$ cat src/sv/modular_arithmetic_unit_assert.svh
// Assertion macros for the modular arithmetic unit.
// Included by the RTL files that carry assertions; no other dependencies.
`ifndef MODULAR_ARITHMETIC_UNIT_ASSERT_SVH
`define MODULAR_ARITHMETIC_UNIT_ASSERT_SVH
`ifndef SYNTHESIS
`define MAU_ASSERT(lbl, prop) \
  lbl: assert property (@(posedge clk_i) disable iff (!rst_ni) prop) \
    else $error("assertion failed");
`define MAU_ASSERT_MSG(lbl, prop, msg) \
  lbl: assert property (@(posedge clk_i) disable iff (!rst_ni) prop) \
    else $error(msg);
`else
`define MAU_ASSERT(lbl, prop)
`define MAU_ASSERT_MSG(lbl, prop, msg)
`endif
`endif

$ cat src/sv/mau_pkg.sv
// Shared types and constants of the modular arithmetic unit.
// No dependencies; imported by every module of the block.
`default_nettype none
package mau_pkg;

  localparam int unsigned MOD_WIDTH = 31;
  localparam int unsigned EXP_W     = 63;
  localparam int unsigned CNT_W     = $clog2(MOD_WIDTH);
  localparam logic [MOD_WIDTH-1:0] MOD_RESET = 31'd1000000007;

  typedef enum logic [2:0] {
    K_ADD = 3'd0, K_SUB = 3'd1, K_MUL = 3'd2, K_DIV = 3'd3,
    K_NEG = 3'd4, K_POW = 3'd5, K_SQRT = 3'd6, K_INV = 3'd7
  } kind_e;

  typedef enum logic [2:0] {
    OP_NOP, OP_LOAD, OP_MOV, OP_ADD, OP_SUB, OP_MUL, OP_INC, OP_MINNEG
  } op_e;

  typedef enum logic [3:0] {
    SEL_A, SEL_B, SEL_X, SEL_Y, SEL_Z, SEL_T, SEL_ACC, SEL_SQ, SEL_ZERO, SEL_ONE
  } sel_e;

  typedef enum logic [1:0] {EOP_NOP, EOP_LOAD, EOP_SHR} eop_e;

  typedef enum logic [2:0] {ES_MM2, ES_HALF, ES_QHALF, ES_Q, ES_POW2} esel_e;

  typedef struct packed {
    op_e   op;
    sel_e  dst;
    sel_e  src1;
    sel_e  src2;
    eop_e  eop;
    esel_e esel;
    logic  q_init;
    logic  q_shift;
    logic  j_clr;
    logic  j_inc;
    logic  e_from_j;
  } cmd_t;

  typedef struct packed {
    logic mm_done;
    logic exp_zero;
    logic exp_lsb;
    logic a_zero;
    logic b_zero;
    logic acc_one;
    logic y_one;
    logic t_one;
    logic b_ge_m;
    logic q_even;
    logic j_lt_e;
    logic mod_lt2;
    logic mod_two;
  } stat_t;

endpackage
`default_nettype wire

$ cat src/sv/modular_arithmetic_unit.sv
// Top level of the modular arithmetic unit: stream ports, modulus register,
// output register. Depends on mau_pkg, mau_ctrl and mau_datapath.
//
//  port group   dir  payload
//  s_axis_*     in   tuser: kind; tdata: operand_a, operand_b, exponent
//  m_axis_*     out  tdata: result
//  APB p*       in   register 0 at byte 0: modulus (31 bits)
//
// One beat at a time. Every modular multiply runs on one shift-add unit;
// the two operand reductions use it as well. Pow: a squaring per exponent
// bit and a further multiply per set bit. Inverse/divide similar with
// exponent m-2. Square root: several exponentiations plus the non-residue
// search, so it scales with that search.
// Reset is asynchronous, active low; the modulus returns to 1000000007.
// A finished result waits in the output register; the next beat is taken
// as soon as the sequencer is idle, whether or not the result was read.
`default_nettype none
module modular_arithmetic_unit (
  input  logic         clk_i,
  input  logic         rst_ni,
  input  logic         s_axis_tvalid,
  output logic         s_axis_tready,
  // [30:0] operand_a, [61:31] operand_b, [124:62] exponent, [127:125] zero
  input  logic [127:0] s_axis_tdata,
  // [2:0] kind
  input  logic [2:0]   s_axis_tuser,
  output logic         m_axis_tvalid,
  input  logic         m_axis_tready,
  // [30:0] result, [31] zero
  output logic [31:0]  m_axis_tdata,
  input  logic         psel,
  input  logic         penable,
  input  logic         pwrite,
  input  logic [2:0]   paddr,
  input  logic [31:0]  pwdata,
  output logic [31:0]  prdata,
  output logic         pready
);
  import mau_pkg::*;

  logic [MOD_WIDTH-1:0] mod_q, res_q, dp_result;
  logic                 m_valid_q;
  logic                 in_fire, idle, out_load, out_free;
  cmd_t                 cmd;
  stat_t                stat;

  assign pready = 1'b1;
  assign prdata = paddr[2] ? 32'd0 : {1'b0, mod_q};

  // modulus register; paddr[2] set falls outside the register map
  always_ff @(posedge clk_i or negedge rst_ni) begin
    if (!rst_ni) begin
      mod_q <= MOD_RESET;
    end else if (psel && penable && pwrite && pready && !paddr[2]) begin
      mod_q <= pwdata[MOD_WIDTH-1:0];
    end
  end

  assign s_axis_tready = idle;
  assign in_fire       = s_axis_tvalid && s_axis_tready;
  assign out_free      = !m_valid_q || m_axis_tready;

  mau_ctrl u_ctrl (
    .clk_i      (clk_i),
    .rst_ni     (rst_ni),
    .in_fire_i  (in_fire),
    .kind_i     (kind_e'(s_axis_tuser)),
    .out_free_i (out_free),
    .stat_i     (stat),
    .cmd_o      (cmd),
    .idle_o     (idle),
    .out_load_o (out_load)
  );

  mau_datapath u_datapath (
    .clk_i    (clk_i),
    .rst_ni   (rst_ni),
    .cmd_i    (cmd),
    .in_a_i   (s_axis_tdata[30:0]),
    .in_b_i   (s_axis_tdata[61:31]),
    .in_exp_i (s_axis_tdata[124:62]),
    .mod_i    (mod_q),
    .stat_o   (stat),
    .result_o (dp_result)
  );

  // output register: parts the result from the next beat's work
  always_ff @(posedge clk_i or negedge rst_ni) begin
    if (!rst_ni) begin
      m_valid_q <= 1'b0;
    end else if (out_load) begin
      m_valid_q <= 1'b1;
    end else if (m_axis_tready) begin
      m_valid_q <= 1'b0;
    end
  end

  always_ff @(posedge clk_i) begin
    if (out_load) res_q <= dp_result;
  end

  assign m_axis_tvalid = m_valid_q;
  assign m_axis_tdata  = {1'b0, res_q};

endmodule
`default_nettype wire

$ cat src/sv/mau_mulmod.sv
// Bit-serial modular multiplier: x*y mod m, one bit of y per cycle.
// Depends on mau_pkg and the assertion macro header.
`default_nettype none
`include "modular_arithmetic_unit_assert.svh"
module mau_mulmod (
  input  logic                           clk_i,
  input  logic                           rst_ni,
  input  logic                           start_i,
  input  logic [mau_pkg::MOD_WIDTH-1:0]  x_i,
  input  logic [mau_pkg::MOD_WIDTH-1:0]  y_i,
  input  logic [mau_pkg::MOD_WIDTH-1:0]  m_i,
  output logic                           done_o,
  output logic [mau_pkg::MOD_WIDTH-1:0]  res_o
);
  import mau_pkg::*;

  localparam logic [CNT_W-1:0] LastStep = CNT_W'(MOD_WIDTH - 1);

  logic [MOD_WIDTH-1:0] acc_q, x_q, y_q;
  logic [CNT_W-1:0]     cnt_q;
  logic                 busy_q, done_q;
  logic [MOD_WIDTH:0]   dbl, dbl_r, sum, sum_r, m_ext;

  // x must be below m; y is any bit pattern (acc stays below m)
  always_comb begin
    m_ext = {1'b0, m_i};
    dbl   = {acc_q, 1'b0};
    dbl_r = (dbl >= m_ext) ? dbl - m_ext : dbl;
    sum   = dbl_r + (y_q[MOD_WIDTH-1] ? {1'b0, x_q} : '0);
    sum_r = (sum >= m_ext) ? sum - m_ext : sum;
  end

  always_ff @(posedge clk_i) begin
    if (start_i) begin
      x_q   <= x_i;
      y_q   <= y_i;
      acc_q <= '0;
      cnt_q <= '0;
    end else if (busy_q) begin
      acc_q <= sum_r[MOD_WIDTH-1:0];
      y_q   <= y_q << 1;
      cnt_q <= cnt_q + 1'b1;
    end
  end

  always_ff @(posedge clk_i or negedge rst_ni) begin
    if (!rst_ni) begin
      busy_q <= 1'b0;
      done_q <= 1'b0;
    end else begin
      done_q <= busy_q && (cnt_q == LastStep);
      if (start_i) begin
        busy_q <= 1'b1;
      end else if (busy_q && (cnt_q == LastStep)) begin
        busy_q <= 1'b0;
      end
    end
  end

  assign done_o = done_q;
  assign res_o  = acc_q;

  `MAU_ASSERT_MSG(a_start_idle, start_i |-> !busy_q, "multiply started while busy")
  `MAU_ASSERT(a_res_reduced, (done_q && (m_i >= MOD_WIDTH'(2))) |-> (acc_q < m_i))

endmodule
`default_nettype wire

$ cat src/sv/mau_datapath.sv
// Register file, adder/subtractor, exponent and counter registers and the
// shared multiplier. Depends on mau_pkg and mau_mulmod.
`default_nettype none
module mau_datapath (
  input  logic                          clk_i,
  input  logic                          rst_ni,
  input  mau_pkg::cmd_t                 cmd_i,
  input  logic [mau_pkg::MOD_WIDTH-1:0] in_a_i,
  input  logic [mau_pkg::MOD_WIDTH-1:0] in_b_i,
  input  logic [mau_pkg::EXP_W-1:0]     in_exp_i,
  input  logic [mau_pkg::MOD_WIDTH-1:0] mod_i,
  output mau_pkg::stat_t                stat_o,
  output logic [mau_pkg::MOD_WIDTH-1:0] result_o
);
  import mau_pkg::*;

  logic [MOD_WIDTH-1:0] a_q, b_q, x_q, y_q, z_q, t_q, acc_q, sq_q, q_q;
  logic [EXP_W-1:0]     exp_q;
  logic [CNT_W-1:0]     e_q, j_q;
  sel_e                 dst_q;

  logic [MOD_WIDTH-1:0] s1, s2, alu_res, mm_res, neg, wdata;
  logic [MOD_WIDTH:0]   add_w, sub_w, m_ext;
  logic                 alu_we, mm_done, wen;
  sel_e                 wsel;

  always_comb begin
    case (cmd_i.src1)
      SEL_A:   s1 = a_q;
      SEL_B:   s1 = b_q;
      SEL_X:   s1 = x_q;
      SEL_Y:   s1 = y_q;
      SEL_Z:   s1 = z_q;
      SEL_T:   s1 = t_q;
      SEL_ACC: s1 = acc_q;
      SEL_SQ:  s1 = sq_q;
      SEL_ONE: s1 = MOD_WIDTH'(1);
      default: s1 = '0;
    endcase
    case (cmd_i.src2)
      SEL_A:   s2 = a_q;
      SEL_B:   s2 = b_q;
      SEL_X:   s2 = x_q;
      SEL_Y:   s2 = y_q;
      SEL_Z:   s2 = z_q;
      SEL_T:   s2 = t_q;
      SEL_ACC: s2 = acc_q;
      SEL_SQ:  s2 = sq_q;
      SEL_ONE: s2 = MOD_WIDTH'(1);
      default: s2 = '0;
    endcase
  end

  always_comb begin
    m_ext = {1'b0, mod_i};
    add_w = {1'b0, s1} + {1'b0, s2};
    if (add_w >= m_ext) add_w = add_w - m_ext;
    sub_w = {1'b0, s1} - {1'b0, s2};
    if (s1 < s2) sub_w = sub_w + m_ext;
    neg   = mod_i - s1;
    alu_we = 1'b1;
    case (cmd_i.op)
      OP_MOV:    alu_res = s1;
      OP_ADD:    alu_res = add_w[MOD_WIDTH-1:0];
      OP_SUB:    alu_res = sub_w[MOD_WIDTH-1:0];
      OP_INC:    alu_res = s1 + MOD_WIDTH'(1);
      OP_MINNEG: alu_res = (s1 < neg) ? s1 : neg;
      default: begin
        alu_res = '0;
        alu_we  = 1'b0;
      end
    endcase
    wen   = alu_we || mm_done;
    wsel  = mm_done ? dst_q : cmd_i.dst;
    wdata = mm_done ? mm_res : alu_res;
  end

  mau_mulmod u_mulmod (
    .clk_i   (clk_i),
    .rst_ni  (rst_ni),
    .start_i (cmd_i.op == OP_MUL),
    .x_i     (s1),
    .y_i     (s2),
    .m_i     (mod_i),
    .done_o  (mm_done),
    .res_o   (mm_res)
  );

  always_ff @(posedge clk_i) begin
    if (cmd_i.op == OP_MUL) dst_q <= cmd_i.dst;
    if (cmd_i.op == OP_LOAD) begin
      a_q <= in_a_i;
      b_q <= in_b_i;
    end else if (wen) begin
      case (wsel)
        SEL_A:   a_q   <= wdata;
        SEL_B:   b_q   <= wdata;
        SEL_X:   x_q   <= wdata;
        SEL_Y:   y_q   <= wdata;
        SEL_Z:   z_q   <= wdata;
        SEL_T:   t_q   <= wdata;
        SEL_ACC: acc_q <= wdata;
        SEL_SQ:  sq_q  <= wdata;
        default: ;
      endcase
    end

    if (cmd_i.op == OP_LOAD) begin
      exp_q <= in_exp_i;
    end else if (cmd_i.eop == EOP_SHR) begin
      exp_q <= exp_q >> 1;
    end else if (cmd_i.eop == EOP_LOAD) begin
      case (cmd_i.esel)
        ES_MM2:   exp_q <= EXP_W'(mod_i - MOD_WIDTH'(2));
        ES_HALF:  exp_q <= EXP_W'((mod_i - MOD_WIDTH'(1)) >> 1);
        ES_QHALF: exp_q <= EXP_W'((q_q - MOD_WIDTH'(1)) >> 1);
        ES_Q:     exp_q <= EXP_W'(q_q);
        ES_POW2:  exp_q <= EXP_W'(1) << (e_q - j_q - CNT_W'(1));
        default:  exp_q <= '0;
      endcase
    end

    // trailing-zero split of m-1 for the root search
    if (cmd_i.q_init) begin
      q_q <= mod_i - MOD_WIDTH'(1);
      e_q <= '0;
    end else if (cmd_i.q_shift) begin
      q_q <= q_q >> 1;
      e_q <= e_q + 1'b1;
    end else if (cmd_i.e_from_j) begin
      e_q <= j_q;
    end
    if (cmd_i.j_clr) j_q <= '0;
    else if (cmd_i.j_inc) j_q <= j_q + 1'b1;
  end

  always_comb begin
    stat_o.mm_done  = mm_done;
    stat_o.exp_zero = (exp_q == '0);
    stat_o.exp_lsb  = exp_q[0];
    stat_o.a_zero   = (a_q == '0);
    stat_o.b_zero   = (b_q == '0);
    stat_o.acc_one  = (acc_q == MOD_WIDTH'(1));
    stat_o.y_one    = (y_q == MOD_WIDTH'(1));
    stat_o.t_one    = (t_q == MOD_WIDTH'(1));
    stat_o.b_ge_m   = (b_q >= mod_i);
    stat_o.q_even   = (q_q != '0) && !q_q[0];
    stat_o.j_lt_e   = (j_q < e_q);
    stat_o.mod_lt2  = (mod_i < MOD_WIDTH'(2));
    stat_o.mod_two  = (mod_i == MOD_WIDTH'(2));
  end

  assign result_o = acc_q;

endmodule
`default_nettype wire

$ cat src/sv/mau_ctrl.sv
// Sequencer: steps the datapath through each operation, with a shared
// square-and-multiply routine. Depends on mau_pkg and the assertion header.
`default_nettype none
`include "modular_arithmetic_unit_assert.svh"
module mau_ctrl (
  input  logic           clk_i,
  input  logic           rst_ni,
  input  logic           in_fire_i,
  input  mau_pkg::kind_e kind_i,
  input  logic           out_free_i,
  input  mau_pkg::stat_t stat_i,
  output mau_pkg::cmd_t  cmd_o,
  output logic           idle_o,
  output logic           out_load_o
);
  import mau_pkg::*;

  typedef enum logic [26:0] {
    S_IDLE     = 27'd1 << 0,
    S_WAIT     = 27'd1 << 1,
    S_CHECK    = 27'd1 << 2,
    S_RED_B    = 27'd1 << 3,
    S_DISPATCH = 27'd1 << 4,
    S_DIV_MUL  = 27'd1 << 5,
    S_POW_INIT = 27'd1 << 6,
    S_POW_TEST = 27'd1 << 7,
    S_POW_SQ   = 27'd1 << 8,
    S_DONE     = 27'd1 << 9,
    S_SQ_PRE   = 27'd1 << 10,
    S_SQ_LEG   = 27'd1 << 11,
    S_SQ_BTEST = 27'd1 << 12,
    S_SQ_BCHK  = 27'd1 << 13,
    S_SQ_QLOOP = 27'd1 << 14,
    S_SQ_X     = 27'd1 << 15,
    S_SQ_Y1    = 27'd1 << 16,
    S_SQ_Y2    = 27'd1 << 17,
    S_SQ_ZP    = 27'd1 << 18,
    S_SQ_Z     = 27'd1 << 19,
    S_SQ_XA    = 27'd1 << 20,
    S_SQ_LOOP  = 27'd1 << 21,
    S_SQ_INNER = 27'd1 << 22,
    S_SQ_ZU    = 27'd1 << 23,
    S_SQ_ZZ    = 27'd1 << 24,
    S_SQ_YZ    = 27'd1 << 25,
    S_SQ_FIN   = 27'd1 << 26
  } state_e;

  state_e state_q, state_d, ret_q, ret_d, pret_q, pret_d;
  kind_e  kind_q, kind_d;

  function automatic cmd_t mk(op_e op, sel_e d, sel_e s1, sel_e s2);
    cmd_t c;
    c      = '0;
    c.op   = op;
    c.dst  = d;
    c.src1 = s1;
    c.src2 = s2;
    return c;
  endfunction

  always_comb begin
    cmd_o      = '0;
    state_d    = state_q;
    ret_d      = ret_q;
    pret_d     = pret_q;
    kind_d     = kind_q;
    out_load_o = 1'b0;
    case (state_q)
      S_IDLE: begin
        if (in_fire_i) begin
          cmd_o.op = OP_LOAD;
          kind_d   = kind_i;
          state_d  = S_CHECK;
        end
      end
      S_WAIT: begin
        if (stat_i.mm_done) state_d = ret_q;
      end
      S_CHECK: begin
        if (stat_i.mod_lt2) begin
          cmd_o   = mk(OP_MOV, SEL_ACC, SEL_ZERO, SEL_ZERO);
          state_d = S_DONE;
        end else begin
          cmd_o   = mk(OP_MUL, SEL_A, SEL_ONE, SEL_A);
          ret_d   = S_RED_B;
          state_d = S_WAIT;
        end
      end
      S_RED_B: begin
        cmd_o   = mk(OP_MUL, SEL_B, SEL_ONE, SEL_B);
        ret_d   = S_DISPATCH;
        state_d = S_WAIT;
      end
      S_DISPATCH: begin
        case (kind_q)
          K_ADD: begin
            cmd_o   = mk(OP_ADD, SEL_ACC, SEL_A, SEL_B);
            state_d = S_DONE;
          end
          K_SUB: begin
            cmd_o   = mk(OP_SUB, SEL_ACC, SEL_A, SEL_B);
            state_d = S_DONE;
          end
          K_MUL: begin
            cmd_o   = mk(OP_MUL, SEL_ACC, SEL_A, SEL_B);
            ret_d   = S_DONE;
            state_d = S_WAIT;
          end
          K_NEG: begin
            cmd_o   = mk(OP_SUB, SEL_ACC, SEL_ZERO, SEL_A);
            state_d = S_DONE;
          end
          K_POW: begin
            cmd_o   = mk(OP_MOV, SEL_SQ, SEL_A, SEL_ZERO);
            pret_d  = S_DONE;
            state_d = S_POW_INIT;
          end
          K_INV: begin
            if (stat_i.a_zero) begin
              cmd_o   = mk(OP_MOV, SEL_ACC, SEL_ZERO, SEL_ZERO);
              state_d = S_DONE;
            end else begin
              cmd_o      = mk(OP_MOV, SEL_SQ, SEL_A, SEL_ZERO);
              cmd_o.eop  = EOP_LOAD;
              cmd_o.esel = ES_MM2;
              pret_d     = S_DONE;
              state_d    = S_POW_INIT;
            end
          end
          K_DIV: begin
            if (stat_i.b_zero) begin
              cmd_o   = mk(OP_MOV, SEL_ACC, SEL_ZERO, SEL_ZERO);
              state_d = S_DONE;
            end else begin
              cmd_o      = mk(OP_MOV, SEL_SQ, SEL_B, SEL_ZERO);
              cmd_o.eop  = EOP_LOAD;
              cmd_o.esel = ES_MM2;
              pret_d     = S_DIV_MUL;
              state_d    = S_POW_INIT;
            end
          end
          K_SQRT: state_d = S_SQ_PRE;
          default: state_d = S_IDLE;
        endcase
      end
      S_DIV_MUL: begin
        cmd_o   = mk(OP_MUL, SEL_ACC, SEL_A, SEL_ACC);
        ret_d   = S_DONE;
        state_d = S_WAIT;
      end
      // square-and-multiply: base in SQ, exponent in EXP, result in ACC
      S_POW_INIT: begin
        cmd_o   = mk(OP_MOV, SEL_ACC, SEL_ONE, SEL_ZERO);
        state_d = S_POW_TEST;
      end
      S_POW_TEST: begin
        if (stat_i.exp_zero) begin
          state_d = pret_q;
        end else if (stat_i.exp_lsb) begin
          cmd_o   = mk(OP_MUL, SEL_ACC, SEL_ACC, SEL_SQ);
          ret_d   = S_POW_SQ;
          state_d = S_WAIT;
        end else begin
          state_d = S_POW_SQ;
        end
      end
      S_POW_SQ: begin
        cmd_o     = mk(OP_MUL, SEL_SQ, SEL_SQ, SEL_SQ);
        cmd_o.eop = EOP_SHR;
        ret_d     = S_POW_TEST;
        state_d   = S_WAIT;
      end
      // Tonelli-Shanks
      S_SQ_PRE: begin
        if (stat_i.a_zero) begin
          cmd_o   = mk(OP_MOV, SEL_ACC, SEL_ZERO, SEL_ZERO);
          state_d = S_DONE;
        end else if (stat_i.mod_two) begin
          cmd_o   = mk(OP_MOV, SEL_ACC, SEL_A, SEL_ZERO);
          state_d = S_DONE;
        end else begin
          cmd_o      = mk(OP_MOV, SEL_SQ, SEL_A, SEL_ZERO);
          cmd_o.eop  = EOP_LOAD;
          cmd_o.esel = ES_HALF;
          pret_d     = S_SQ_LEG;
          state_d    = S_POW_INIT;
        end
      end
      S_SQ_LEG: begin
        if (!stat_i.acc_one) begin
          cmd_o   = mk(OP_MOV, SEL_ACC, SEL_ZERO, SEL_ZERO);
          state_d = S_DONE;
        end else begin
          cmd_o   = mk(OP_MOV, SEL_B, SEL_ONE, SEL_ZERO);
          state_d = S_SQ_BTEST;
        end
      end
      S_SQ_BTEST: begin
        if (stat_i.b_ge_m) begin
          cmd_o   = mk(OP_MOV, SEL_ACC, SEL_ZERO, SEL_ZERO);
          state_d = S_DONE;
        end else begin
          cmd_o      = mk(OP_MOV, SEL_SQ, SEL_B, SEL_ZERO);
          cmd_o.eop  = EOP_LOAD;
          cmd_o.esel = ES_HALF;
          pret_d     = S_SQ_BCHK;
          state_d    = S_POW_INIT;
        end
      end
      S_SQ_BCHK: begin
        if (stat_i.acc_one) begin
          cmd_o   = mk(OP_INC, SEL_B, SEL_B, SEL_ZERO);
          state_d = S_SQ_BTEST;
        end else begin
          cmd_o.q_init = 1'b1;
          state_d      = S_SQ_QLOOP;
        end
      end
      S_SQ_QLOOP: begin
        if (stat_i.q_even) begin
          cmd_o.q_shift = 1'b1;
        end else begin
          cmd_o      = mk(OP_MOV, SEL_SQ, SEL_A, SEL_ZERO);
          cmd_o.eop  = EOP_LOAD;
          cmd_o.esel = ES_QHALF;
          pret_d     = S_SQ_X;
          state_d    = S_POW_INIT;
        end
      end
      S_SQ_X: begin
        cmd_o   = mk(OP_MOV, SEL_X, SEL_ACC, SEL_ZERO);
        state_d = S_SQ_Y1;
      end
      S_SQ_Y1: begin
        cmd_o   = mk(OP_MUL, SEL_Y, SEL_A, SEL_X);
        ret_d   = S_SQ_Y2;
        state_d = S_WAIT;
      end
      S_SQ_Y2: begin
        cmd_o   = mk(OP_MUL, SEL_Y, SEL_Y, SEL_X);
        ret_d   = S_SQ_ZP;
        state_d = S_WAIT;
      end
      S_SQ_ZP: begin
        cmd_o      = mk(OP_MOV, SEL_SQ, SEL_B, SEL_ZERO);
        cmd_o.eop  = EOP_LOAD;
        cmd_o.esel = ES_Q;
        pret_d     = S_SQ_Z;
        state_d    = S_POW_INIT;
      end
      S_SQ_Z: begin
        cmd_o   = mk(OP_MOV, SEL_Z, SEL_ACC, SEL_ZERO);
        state_d = S_SQ_XA;
      end
      S_SQ_XA: begin
        cmd_o   = mk(OP_MUL, SEL_X, SEL_X, SEL_A);
        ret_d   = S_SQ_LOOP;
        state_d = S_WAIT;
      end
      S_SQ_LOOP: begin
        if (stat_i.y_one) begin
          state_d = S_SQ_FIN;
        end else begin
          cmd_o       = mk(OP_MOV, SEL_T, SEL_Y, SEL_ZERO);
          cmd_o.j_clr = 1'b1;
          state_d     = S_SQ_INNER;
        end
      end
      S_SQ_INNER: begin
        if (!stat_i.t_one && stat_i.j_lt_e) begin
          cmd_o       = mk(OP_MUL, SEL_T, SEL_T, SEL_T);
          cmd_o.j_inc = 1'b1;
          ret_d       = S_SQ_INNER;
          state_d     = S_WAIT;
        end else if (!stat_i.t_one || !stat_i.j_lt_e) begin
          cmd_o   = mk(OP_MOV, SEL_ACC, SEL_ZERO, SEL_ZERO);
          state_d = S_DONE;
        end else begin
          cmd_o      = mk(OP_MOV, SEL_SQ, SEL_Z, SEL_ZERO);
          cmd_o.eop  = EOP_LOAD;
          cmd_o.esel = ES_POW2;
          pret_d     = S_SQ_ZU;
          state_d    = S_POW_INIT;
        end
      end
      S_SQ_ZU: begin
        cmd_o   = mk(OP_MUL, SEL_X, SEL_X, SEL_ACC);
        ret_d   = S_SQ_ZZ;
        state_d = S_WAIT;
      end
      S_SQ_ZZ: begin
        cmd_o   = mk(OP_MUL, SEL_Z, SEL_ACC, SEL_ACC);
        ret_d   = S_SQ_YZ;
        state_d = S_WAIT;
      end
      S_SQ_YZ: begin
        cmd_o          = mk(OP_MUL, SEL_Y, SEL_Y, SEL_Z);
        cmd_o.e_from_j = 1'b1;
        ret_d          = S_SQ_LOOP;
        state_d        = S_WAIT;
      end
      S_SQ_FIN: begin
        cmd_o   = mk(OP_MINNEG, SEL_ACC, SEL_X, SEL_ZERO);
        state_d = S_DONE;
      end
      S_DONE: begin
        if (out_free_i) begin
          out_load_o = 1'b1;
          state_d    = S_IDLE;
        end
      end
      default: state_d = S_IDLE;
    endcase
  end

  always_ff @(posedge clk_i or negedge rst_ni) begin
    if (!rst_ni) begin
      state_q <= S_IDLE;
      ret_q   <= S_IDLE;
      pret_q  <= S_IDLE;
    end else begin
      state_q <= state_d;
      ret_q   <= ret_d;
      pret_q  <= pret_d;
    end
  end

  always_ff @(posedge clk_i) begin
    kind_q <= kind_d;
  end

  assign idle_o = (state_q == S_IDLE);

  `MAU_ASSERT_MSG(a_busy_after_accept, in_fire_i |=> !idle_o, "accepted beat not taken up")

endmodule
`default_nettype wire
$ cat config.mk
export PLATFORM = sky130hd
export DESIGN_NAME = modular_arithmetic_unit
export DESIGN_NICKNAME = d
export VERILOG_FILES = /design/src/sv/mau_pkg.sv /design/src/sv/modular_arithmetic_unit.sv /design/src/sv/mau_mulmod.sv /design/src/sv/mau_datapath.sv /design/src/sv/mau_ctrl.sv
export VERILOG_INCLUDE_DIRS = /design/src /design/src/sv
export SDC_FILE = /design/constraint.sdc
export NUM_CORES = 2
export LEC_CHECK = 0
export ABC_CLOCK_PERIOD_IN_PS = 11100
export BUFFER_PORTS_ARGS = -buffer_cell sky130_fd_sc_hd__buf_2
export CAP_MARGIN = 10
export CORE_ASPECT_RATIO = 0.9
export CORE_MARGIN = 3
export CORE_UTILIZATION = 35
export DETAILED_ROUTE_END_ITERATION = 6
export PLACE_DENSITY = 0.52
export SKIP_LAST_GASP = 1
export SLEW_MARGIN = 20
export SYNTH_ARGS = -nofsm -noshare
export SYNTH_HDL_FRONTEND = slang
export SYNTH_HIERARCHICAL = 1
export SYNTH_SLANG_ARGS = --single-unit
export TNS_END_PERCENT = 20
$ cat constraint.sdc
create_clock -name clk_i -period 11.1 [get_ports clk_i]
set_input_delay 0 -clock clk_i [delete_from_list [all_inputs] [get_ports clk_i]]
set_output_delay 0 -clock clk_i [all_outputs]
set_load 0.02 [all_outputs]
### Word-level counts from Yosys, hierarchy flattened

Cells that the tools add are included.
Widths: inputs -> output; s select.

| storage, ports and cells | value |
|---|---|
| output and inout bits | 67 |
| input bits | 173 |
| register bits | 603 |

| operators by class | value |
|---|---|
| reduce and logical (&&, ||, !) cells | 52 |
| bitwise logic cells | 1 |
| equal/unequal tests | 92 |
| add/sub/neg operators | 18 |
| muxes and demuxes | 90 |
| shift operators | 1 |
| magnitude comparators | 8 |

Operators with widths:

| cell | count |
|---|---|
| $pmux 31 s9 | 2 |
| $pmux 22 s24 | 1 |
| $mux 31 | 17 |
| $mux 27 | 19 |
| $pmux 27 s19 | 1 |
| $pmux 27 s12 | 1 |
| $pmux 27 s6 | 2 |
| $pmux 63 s5 | 1 |
| $mux 63 | 3 |
| $pmux 25 s7 | 1 |
| $pmux 31 s5 | 1 |
| $mux 25 | 5 |
| $sub 31x31->31 | 4 |
| $ge 32x31->1 | 3 |
| $mux 19 | 5 |
| $eq 31x1->1 const B | 3 |
| $pmux 27 s3 | 1 |
| $mux 10 | 8 |
| $sub 31x1->32 const B | 2 |
| $logic_not 63->1 | 1 |
| $shl 1x5->63 const A | 1 |
| $logic_not 31->1 | 2 |
| $lt 31x31->1 | 2 |
| $eq 4x3->1 const B | 12 |
| 86 further kinds | 164 |

### Longest topological paths before layout

| depth | value |
|---|---|
| depth after elaboration | 16 |
| gate-level depth with buffers | 46 |
| gate-level depth less buffers | 41 |

### Cells and area by module

The synthesis kept the hierarchy.

By module, submodules not included:

| module | seq. area each (um^2) | times used | area each (um^2) | cells each |
|---|---|---|---|---|
| mau_datapath | 10590.2 | 1 | 33594.7 | 3907 |
| mau_mulmod | 2632.5 | 1 | 9336.5 | 1084 |
| mau_ctrl | 1270.0 | 1 | 3195.6 | 371 |
| modular_arithmetic_unit | 1751.7 | 1 | 2524.9 | 140 |

### Worst setup path after synthesis

Ideal clock, no wire load.

| timing path | value |
|---|---|
| path type | register -> register |
| start point | register mod_q[1] |
| end point | register u_datapath.acc_q[24], in the netlist u_datapath/result_o[24], data pin |
| path slack | 1.406 ns |
| cell stages (with the launch flop) | 44 |
| clock period less this slack | 9.694 ns |
| arrival time | 9.410 ns |
| library setup time | 0.284 ns |
| cell sequence | dfstp_2 > inv_1 > ha_1 > nor2b_1 > o21ai_0 > a21boi_0 > o21a_1 > o21a_1 > o21ai_0 > nand2b_1 > a21oi_1 > o21ai_0 > a41o_1 > or4_1 > o21ai_1 > nor3_1 > nand4_1 > buf_4 > [... 8 more ...] > nor2_1 > a211oi_1 > a21o_1 > o2111a_1 > a31oi_1 > a311oi_1 > o31a_1 > xnor2_1 > ha_1 > a21oi_1 > o21ai_0 > a2111oi_0 > and4_1 > clkbuf_1 > a21oi_1 > a22o_1 > o41ai_2 > inv_1 |

RTL lines:

| what | line | text |
|---|---|---|
| from (decl) | modular_arithmetic_unit.sv:41 | `logic [MOD_WIDTH-1:0] mod_q, res_q, dp_result;` |
| from (signal assigned) | modular_arithmetic_unit.sv:55 | `mod_q <= pwdata[MOD_WIDTH-1:0];` |
| to (signal assigned) | mau_datapath.sv:102 | `SEL_ACC: acc_q <= wdata;` |
| to (decl) | mau_datapath.sv:17 | `logic [MOD_WIDTH-1:0] a_q, b_q, x_q, y_q, z_q, t_q, acc_q, sq_q, q_q;` |

==> metrics.cfg <==
[layout]
fill_cells=13700
nets=6800
drive_gt1_share_pct=19.4
multi_input_area_sq_mm=0.0303
seq_area_sq_mm=0.0162
area_growth_pct=23.3

[critical_path]
arrival_ns=11.19
cp_top_family=compound AO/OA/AOI/OAI gates
crit_top_cell=buf_4
worst_path_max_delay_cell=dfstp_2
startpoint=mod_q[17]
critical-path-max-stage-delay_ns=0.58
r2r_start=mod_q[17]
end_kind=register
worstSetupPathType=reg2reg
worst-path-max-fanout=9
cp_num_buf_inv=12
required_ns=11.54
critPathLaunchType=register

[sta]
setup_ws_ns=0.355
finClkSkew_ns=0.0369
hold_viol_final=0
tns_ns=0
max_slew_margin_pct=23.9
finalCriticalPeriod_ns=10.74
period_share_pct=96.8
max_freq_ghz=0.0931
grt_setup_unrepaired=true
setup_viol=0
worst_slew_pin_slew_ns=1.13
maxSlewViolCount=0

[logic_synthesis]
synthCells=5502
synth.distinct_cells=125
synth_area_sq_mm=0.0487
synth-main-ff-cell=edfxtp_1
synth_edf_count=442
yosys_warnings=6
seq_area_frac_synth_pct=33.4
syn_area_per_cell_sq_um=8.84
synth_async_sr_flop_share_pct=14.2
ys_seq_elements=569

[drt]
route.detailed.drc=0
vias_per_cell=6.09
firstDrtPassIters=6
routed_wl_mm=244
drt_iter0_drc=6854
vias=49900
drtAntennaViolNets=0
drt-wirelength-per-cell_microns=29.8

[place]
gp_congestion=1.09
dp_hpwl_mm=194
dp_slack_ns=0.599
io_buffers=230

[cts]
numCtsBuffers=71
clk_path_buf_depth=3
clock_latency_ns=0.70
tritoncts=done
h-tree-depth=3
clk_pin_slew_worst_paths_ns=0.07
cts_root_buf=clkbuf_16
clock_sinks=569

[global_routing]
grt_max_degree=84
grt_pass1_vias=46900
grt_overflow=0
grt_pass1_wl_mm=342
grt_antenna_before_repair=17
track_usage_pct=32.7

[floorplanning]
die_h_microns=360
placementRows=129
io_pins=240
start_util_pct=35.3
coreArea_sq_mm=0.138
die_x_microns=399
die-area_sq_mm=0.144

[outcome]
status=finished, final reports clean

[worst_hold_path]
hp-class=in2async

[run]
cap_violations=0

[timing repair]
item	CTS	global route
endpoints found under the setup margin	0	110
setup buffers	0	1
hold endpoints to repair	236	0
gates resized for setup	0	8
hold buffers	162	0
[registers in the layout, summed over array words and instances, names as in the netlist, 12 cells and up]
name	cells
u_datapath/u_mulmod/x_q	31
u_datapath/x_q	31
u_datapath/q_q	31
mod_q	31
res_q	31
u_ctrl/ret_q	12
u_datapath/sq_q	31
u_datapath/a_q	31
u_datapath/b_q	31
u_datapath/exp_q	63
u_datapath/u_mulmod/res_o	31
u_datapath/t_q	31
u_datapath/result_o	31
u_datapath/y_q	31
u_datapath/u_mulmod/y_q	31
u_ctrl/state_q	27
u_datapath/z_q	31
[final timing paths]
kind | cells past startpoint | slack (ns) | endpoint
hold / removal | 3 | 0.04 | u_datapath/u_mulmod/busy_q
setup reg to reg | 45 | 0.36 | u_datapath/a_q[25]
max in group asynchronous | 3 | 9.80 | u_datapath/u_mulmod/done_o
hold reg to reg | 1 | 0.46 | u_ctrl/ret_q[24]
setup / recovery | 45 | 0.36 | u_datapath/a_q[25]
min in group clk_i | 2 | 0.05 | u_ctrl/kind_q[1]
[cells by family (layout without fill, tap and decap cells)]
family / Yosys count / count (layout) / share of synthesized area (%)
simple gates: 1881 / 1881 / 20.0
fa+ha+maj: 336 / 336 / 8.77
other cells: 3 / 10 / 0.0231
buf+inv: 568 / 1415 / 4.96
flops: 569 / 569 / 33.4
mux: 171 / 171 / 4.27
xor+xnor: 279 / 279 / 5.08
compound gates: 1695 / 1695 / 23.5
[worst register-to-register path: cells and delay by family (launching register included)]
kind                       cells  cell delay (ns)
xor gates and xnor gates       2             0.56
buffers and inverters         12             2.18
and+or+nand+nor                8             1.66
AOI/OAI and AO/OA             19             3.90
muxes                          1             0.50
DFF                            1             0.58
adders and majority gates      3             1.09
[routing by layer]
| metal | vias to the layer above | track usage, % | wire length [microns] | share of wire [%] |
|---|---|---|---|---|
| met3 | 463 | 9.05 | 25700 | 11 |
| met4 | 6 | 13.6 | 11900 | 4.9 |
| li1 | 22500 | - | - | - |
| met1 | 24300 | 45.4 | 105000 | 43 |
| met2 | 2661 | 47.6 | 102000 | 42 |
| met5 | - | 0 | 46 | 0.019 |
[cell type report]
type,instances,share of cell area (%)
timing repair buffer,1009,12.7
tap,1834,3.82
inverter,275,1.72
sequential,569,27.1
antenna,6,0.0250
clock buffer,85,3.29
clock inverter,46,0.974
multi-input combinational,4366,50.4
[cell usage in the layout (no fill, tap or decap), drive strengths merged, types with 133 or more instances in the layout]
cell / synthesis / final
buf: 77 / 847
nor2: 454 / 454
edfxtp: 442 / 442
nand2: 430 / 430
a21oi: 412 / 412
ha: 326 / 326
o21ai: 320 / 320
inv: 273 / 279
xnor2: 206 / 206
dlygate4sd3: 0 / 162
a22oi: 147 / 147
nand3: 144 / 144
nor3: 133 / 133
[synth_stat cells, drive strengths merged, types with 39 or more instances]
cell | n | area, sq um
xnor2 | 206 | 1830
or3 | 54 | 343
nand3b | 39 | 293
and3 | 49 | 307
mux2i | 75 | 751
dfxtp | 46 | 921
mux2 | 84 | 1060
ha | 326 | 4080
clkbuf | 216 | 811
edfxtp | 442 | 13300
nor2 | 454 | 1710
nand2 | 430 | 1610
nand4 | 89 | 563
o211ai | 58 | 435
inv | 273 | 1020
a21o | 127 | 953
nor4 | 112 | 783
a221oi | 52 | 455
dfrtp | 62 | 1550
and2 | 74 | 463
nor2b | 96 | 601
nand2b | 56 | 350
a22oi | 147 | 1110
o21a | 55 | 413
o31ai | 41 | 318
o21ai | 320 | 1610
nor3 | 133 | 676
a211oi | 53 | 403
xor2 | 73 | 639
a31oi | 67 | 434
o22ai | 41 | 275
and4 | 42 | 368
nand3 | 144 | 726
a21oi | 412 | 2100
buf | 77 | 572
[metrics by stage]
stage / utilization [%] / std cells / hold slack (ns) / cell area [sq um]
floorplan: - / 5503 / -0.296 / 48700
global placement: 40.5 / 7889 / -0.0908 / 55700
detailed placement: 40.5 / 7889 / -0.0889 / 55700
CTS: 43.5 / 8182 / 0.0161 / 59900
global route: 43.6 / 8184 / 0.0293 / 60000
finish: 43.6 / 8190 / 0.0364 / 60000
Power is not shown: default switching activity piles up to over one toggle a cycle in this logic, so the estimate is an artifact.
